$ cat config.mk
export PLATFORM = sky130hd
export DESIGN_NAME = lob_alu
export DESIGN_NICKNAME = d
export VERILOG_FILES = /design/src/design/lob_pkg.sv /design/src/design/lob_alu.sv
export SDC_FILE = /design/constraint.sdc
export NUM_CORES = 1
export LEC_CHECK = 0
export ABC_AREA = 1
export BUFFER_PORTS_ARGS = -buffer_cell sky130_fd_sc_hd__clkbuf_2
export CAP_MARGIN = 20
export CORE_MARGIN = 3
export CORE_UTILIZATION = 40
export DETAILED_ROUTE_END_ITERATION = 16
export PLACE_DENSITY_LB_ADDON = 0.12
export SYNTH_ARGS = -nofsm -noshare
export SYNTH_HDL_FRONTEND = slang
export SYNTH_SLANG_ARGS = --single-unit
$ cat constraint.sdc
create_clock -name vclk -period 13.47
set_input_delay 3.3675 -clock vclk [all_inputs]
set_output_delay 3.3675 -clock vclk [all_outputs]
set_load 0.01 [all_outputs]
$ cat src/design/lob_pkg.sv
// ----------------------------------------------------------------------------
// lob_pkg
// Shared types, codes and default sizes of the limit order book matcher.
// ----------------------------------------------------------------------------
package lob_pkg;

	// default sizes
	localparam int DEF_PRICE_LEVELS = 1024;
	localparam int DEF_ORDER_SLOTS  = 1024;
	localparam int DEF_MAX_EVENTS   = 64;

	// request codes
	localparam logic CMD_NEW     = 1'b0;
	localparam logic CMD_CANCEL  = 1'b1;
	localparam logic SIDE_BUY    = 1'b0;
	localparam logic TYPE_MARKET = 1'b1;

	// event kinds
	localparam logic [2:0] EV_REST_FILL   = 3'd0;
	localparam logic [2:0] EV_AGGR_FILL   = 3'd1;
	localparam logic [2:0] EV_AGGR_NOFILL = 3'd2;
	localparam logic [2:0] EV_CANCEL_OK   = 3'd3;
	localparam logic [2:0] EV_CANCEL_REJ  = 3'd4;

	// order states
	localparam logic [1:0] ST_ACCEPTED = 2'd0;
	localparam logic [1:0] ST_PARTIAL  = 2'd1;
	localparam logic [1:0] ST_FILLED   = 2'd2;
	localparam logic [1:0] ST_UNFILLED = 2'd3;

	typedef struct packed {
		logic        command;
		logic [9:0]  order_id;
		logic        side;
		logic        order_type;
		logic [9:0]  limit_tick;
		logic [31:0] quantity;
	} req_t;

	typedef struct packed {
		logic [2:0]  event_kind;
		logic [9:0]  event_order;
		logic [9:0]  fill_tick;
		logic [31:0] fill_qty;
		logic [31:0] qty_left;
		logic [1:0]  order_state;
		logic        state_changed;
		logic [9:0]  best_bid;
		logic        bid_present;
		logic [9:0]  best_ask;
		logic        ask_present;
		logic        last;
	} evt_t;

	// one buffered event, before the book top is known
	typedef struct packed {
		logic [2:0]  kind;
		logic [9:0]  order;
		logic [9:0]  tick;
		logic [31:0] fill;
		logic [31:0] left;
		logic [1:0]  state;
		logic        changed;
	} ev_rec_t;

	typedef struct packed {
		logic [9:0] bid;
		logic       bid_ok;
		logic [9:0] ask;
		logic       ask_ok;
	} top_t;

	typedef struct packed {
		logic [31:0] traded;
		logic [31:0] rest_left;
		logic [31:0] aggr_left;
		logic [31:0] acc_sum;
		logic        rest_done;
	} trade_t;

	typedef enum logic [4:0] {
		S_CLR,
		S_IDLE,
		S_CHK,
		S_SW_LVL,
		S_SW_LAT,
		S_SW_HEAD,
		S_SW_TRADE,
		S_SW_LVEND,
		S_SW_END,
		S_RS_LVL,
		S_RS_APP,
		S_UN_LVL,
		S_UN_DO,
		S_SR_RD,
		S_SR_CHK,
		S_OUT_GO,
		S_OUT_WAIT
	} seq_state_t;

	typedef enum logic [1:0] {
		E_IDLE,
		E_RD,
		E_LD,
		E_HOLD
	} ev_state_t;

endpackage

$ cat src/design/lob_alu.sv
// ----------------------------------------------------------------------------
// lob_alu
// Shared trade unit: matches a resting quantity against the incoming one.
// ----------------------------------------------------------------------------
module lob_alu (
	input  logic [31:0]     rest_qty,
	input  logic [31:0]     aggr_qty,
	input  logic [31:0]     acc_qty,
	output lob_pkg::trade_t res
);

	logic rest_le;

	// compare once, subtract both ways in parallel
	always_comb begin
		rest_le       = rest_qty <= aggr_qty;
		res.traded    = rest_le ? rest_qty : aggr_qty;
		res.rest_left = rest_le ? 32'd0 : rest_qty - aggr_qty;
		res.aggr_left = rest_le ? aggr_qty - rest_qty : 32'd0;
		res.acc_sum   = acc_qty + res.traded;
		res.rest_done = rest_le;
	end

endmodule

==> impl_results.md <==
- Port Buffer Count: 225
- Mean post-synth cell area: 5.49 um2
- PostCTS Resize Cnt: 0
- P&R area growth vs syn: 19.2%
- P_leak: 4.26 nW
- Worst Max-Slew Pin Slew: 736 ps
- Yosys warns: 0
- Chip Width: 132 um
- Internal power: 189 uW
- Final Instance Area: 7520 um2
- Period utilization: 87.0%
- Max-cap violations: 0
- Hold Path End: res[1]
- Worst hold stages: 3
- Dpl cell area: about 7500 um2
- Crit-path max FO: 75
- Hold Buf Count CTS: 0
- Placed insts: 1,557
- Final slew viol count: 0
- DR pass1 iterations: 5
- Worst Path Required: 10,100 ps
- Peak VDD IR: 0.0460 mV
- Sequential cell area: 0 um2
- HPWL Detailed: about 22 mm
- Yosys cell types: 39
- CP most frequent cell: nand2_1
- Clock power frac: 0%
- Gpl congestion: around 0.91
- Clk_buf instances: 0
- Fraction of layout cells with a size suffix above 1: 19.6%
- Synth Net Count: roughly 1,300
- Diode count: 0
- Worst Hold Class: in2out
- Number of fill cells: 1,778
- RSZ-0062 raised after global routing: no
- FMAX: 0.0853 GHz
- Initial DRC count: 396
- Final hold viol count: 0
- Global-route wire length before repair: around 38 mm
- I/O Pins: between 200 and 250
- Pwr dens: 71.0 nW/um2
- Non-Filler Instances: 1,557
- Outcome: finished, final reports clean
- Crit-path max cell delay: 520 ps
- Slowest CP cell: nand2_4
- Largest net degree at the start of global routing: 76
- Final min period: approximately 12,000 ps
- Core region area: roughly 15,000 um2
- Total power after layout: between 500 and 600 uW
- Die Height: between 100 and 150 um
- Number of global-route vias before repair: 7,708
- Initial antenna violation count: 0
- Setup bufs post-CTS: 0
- Vias post-DR: ~7,900
- Mapped Cells: 1,149
- DR WL/cell: 15.6 um
- Setup_tns: 0 ps
- Row count: between 40 and 50
- Critical path type: in2out
- # setup viols final: 0
- Initial Util: 41.2%
- Final core utilization: 49.1%
- Number of sequential cells: 0
- Critical path data arrival time: 8350 ps
- GR Overflow Total: 0
- GRT Overall Usage: between 20% and 30%
- # nets final: 1,541
- Switching Share: 64.6%
- Seq pwr share: 0%
- Combinational group share of total power: 100.0%
- Post-DRT Antenna Nets: 0
- WL final: around 24 mm
- Hold path start: acc_qty[0]
- Die area: 17,300 um2
- Mapped cell area: 6310 um2
- Avg Vias per Cell: a little over 5
- DRC Markers: 0
- Endpoint class of the critical path: output pin
- Max-slew headroom: 50.4%
- Sw Pwr: 345 uW
- Startpoint types: primary input
- Sequential area share after synthesis: 0%
cell usage after synthesis (2+ instances only):
library cell / instances / area share (%)
a31oi_1: 2 / 0.20
buf_4: 4 / 0.48
nor2_2: 3 / 0.30
nand2_4: 2 / 0.36
o21ai_0: 94 / 7.5
a21boi_0: 4 / 0.48
o21a_1: 7 / 0.83
a21o_1: 9 / 1.1
ha_1: 94 / 19
inv_2: 6 / 0.36
nor2_4: 13 / 2.3
a21oi_1: 138 / 11
nor2_1: 132 / 7.9
nand3_1: 45 / 3.6
inv_1: 166 / 9.9
nand2_1: 270 / 16
o21bai_1: 12 / 1.4
nor3_2: 2 / 0.32
fa_1: 3 / 0.95
nand2_2: 7 / 0.69
or2_2: 3 / 0.30
nor3_1: 11 / 0.87
buf_6: 3 / 0.54
buf_2: 17 / 1.3
nor4_1: 3 / 0.30
o211ai_1: 6 / 0.71
clkbuf_2: 3 / 0.24
xor2_1: 55 / 7.6
o21ai_1: 16 / 1.3
xnor2_1: 10 / 1.4
power by group through the flow:
stage          registers (mW)  logic (mW)  clock network, mW
2_1_floorplan               0       0.348                  0
3_3_place_gp                0       0.533                  0
3_5_place_dp                0       0.530                  0
4_1_cts                     0       0.533                  0
5_1_grt                     0       0.592                  0
6_report                    0       0.534                  0
per-layer routing:
layer  up-vias  routed length, um  global-route usage (%)
li1       4104                  -                       -
met3        14               1720                    3.68
met4         0                176                    1.87
met1      3536              11400                    37.3
met2       245              11000                    44.4
met5         -                  0                       0
logic make-up after synthesis:
family | count (synthesis) | synth area share, %
simple gates | 496 | 33.5
compound gates | 290 | 24.7
buf+inv | 201 | 13.2
fa+ha+maj | 97 | 19.6
xor+xnor | 65 | 9.02
final cells by class:
| class | instances | area, um2 | share of cell area [%] |
|---|---|---|---|
| inverter | 172 | 646 | 8.59 |
| multi-input combinational | 948 | 5480 | 72.8 |
| tap | 211 | 264 | 3.51 |
| timing repair buffer | 226 | 1130 | 15.1 |
critical path, delay by kind of cell:
kind                     cells  cell delay [ps]
AND/OR/NAND/NOR             14             1810
adder cells (fa/ha/maj)      4             1320
AO/OA/AOI/OAI                4             1170
buffers and inverters        5              470
XOR/XNOR                     1              170
layout by cell type, fill, tap and decap left out, types with 2 or more instances in the layout:
cell and instances:
nand2_1 270, clkbuf_2 225, inv_1 166, a21oi_1 138, nor2_1 132, o21ai_0 94, ha_1 94, xor2_1 55
nand3_1 45, o21ai_1 16, nor2_4 13, o21bai_1 12, nor3_1 11, xnor2_1 10, a21o_1 9, nand2_2 7
o21a_1 7, inv_2 6, o211ai_1 6, a21boi_0 4, nor2_2 3, nor4_1 3, or2_2 3, fa_1 3
nor3_2 2, nand2_4 2, a31oi_1 2
worst max-delay path by stage:
stage | end | slack (ps) | from
6_report | res[23] | 1750 | rest_qty[0]
5_1_grt | res[23] | 1340 | rest_qty[0]
4_1_cts | res[23] | 1780 | rest_qty[0]
3_5_place_dp | res[23] | 1810 | rest_qty[0]
3_3_place_gp | res[23] | 1910 | rest_qty[0]
2_1_floorplan | res[23] | 2960 | rest_qty[0]
through the flow:
stage / hold slack [ps] / worst slack [ps]
detailed placement: 7070 / 1810
floorplan: 6870 / 2960
global route: 7090 / 1340
finish: 7060 / 1750
global placement: 7070 / 1910
CTS: 7060 / 1780
Note: power is estimated with default switching activity, not from simulation.
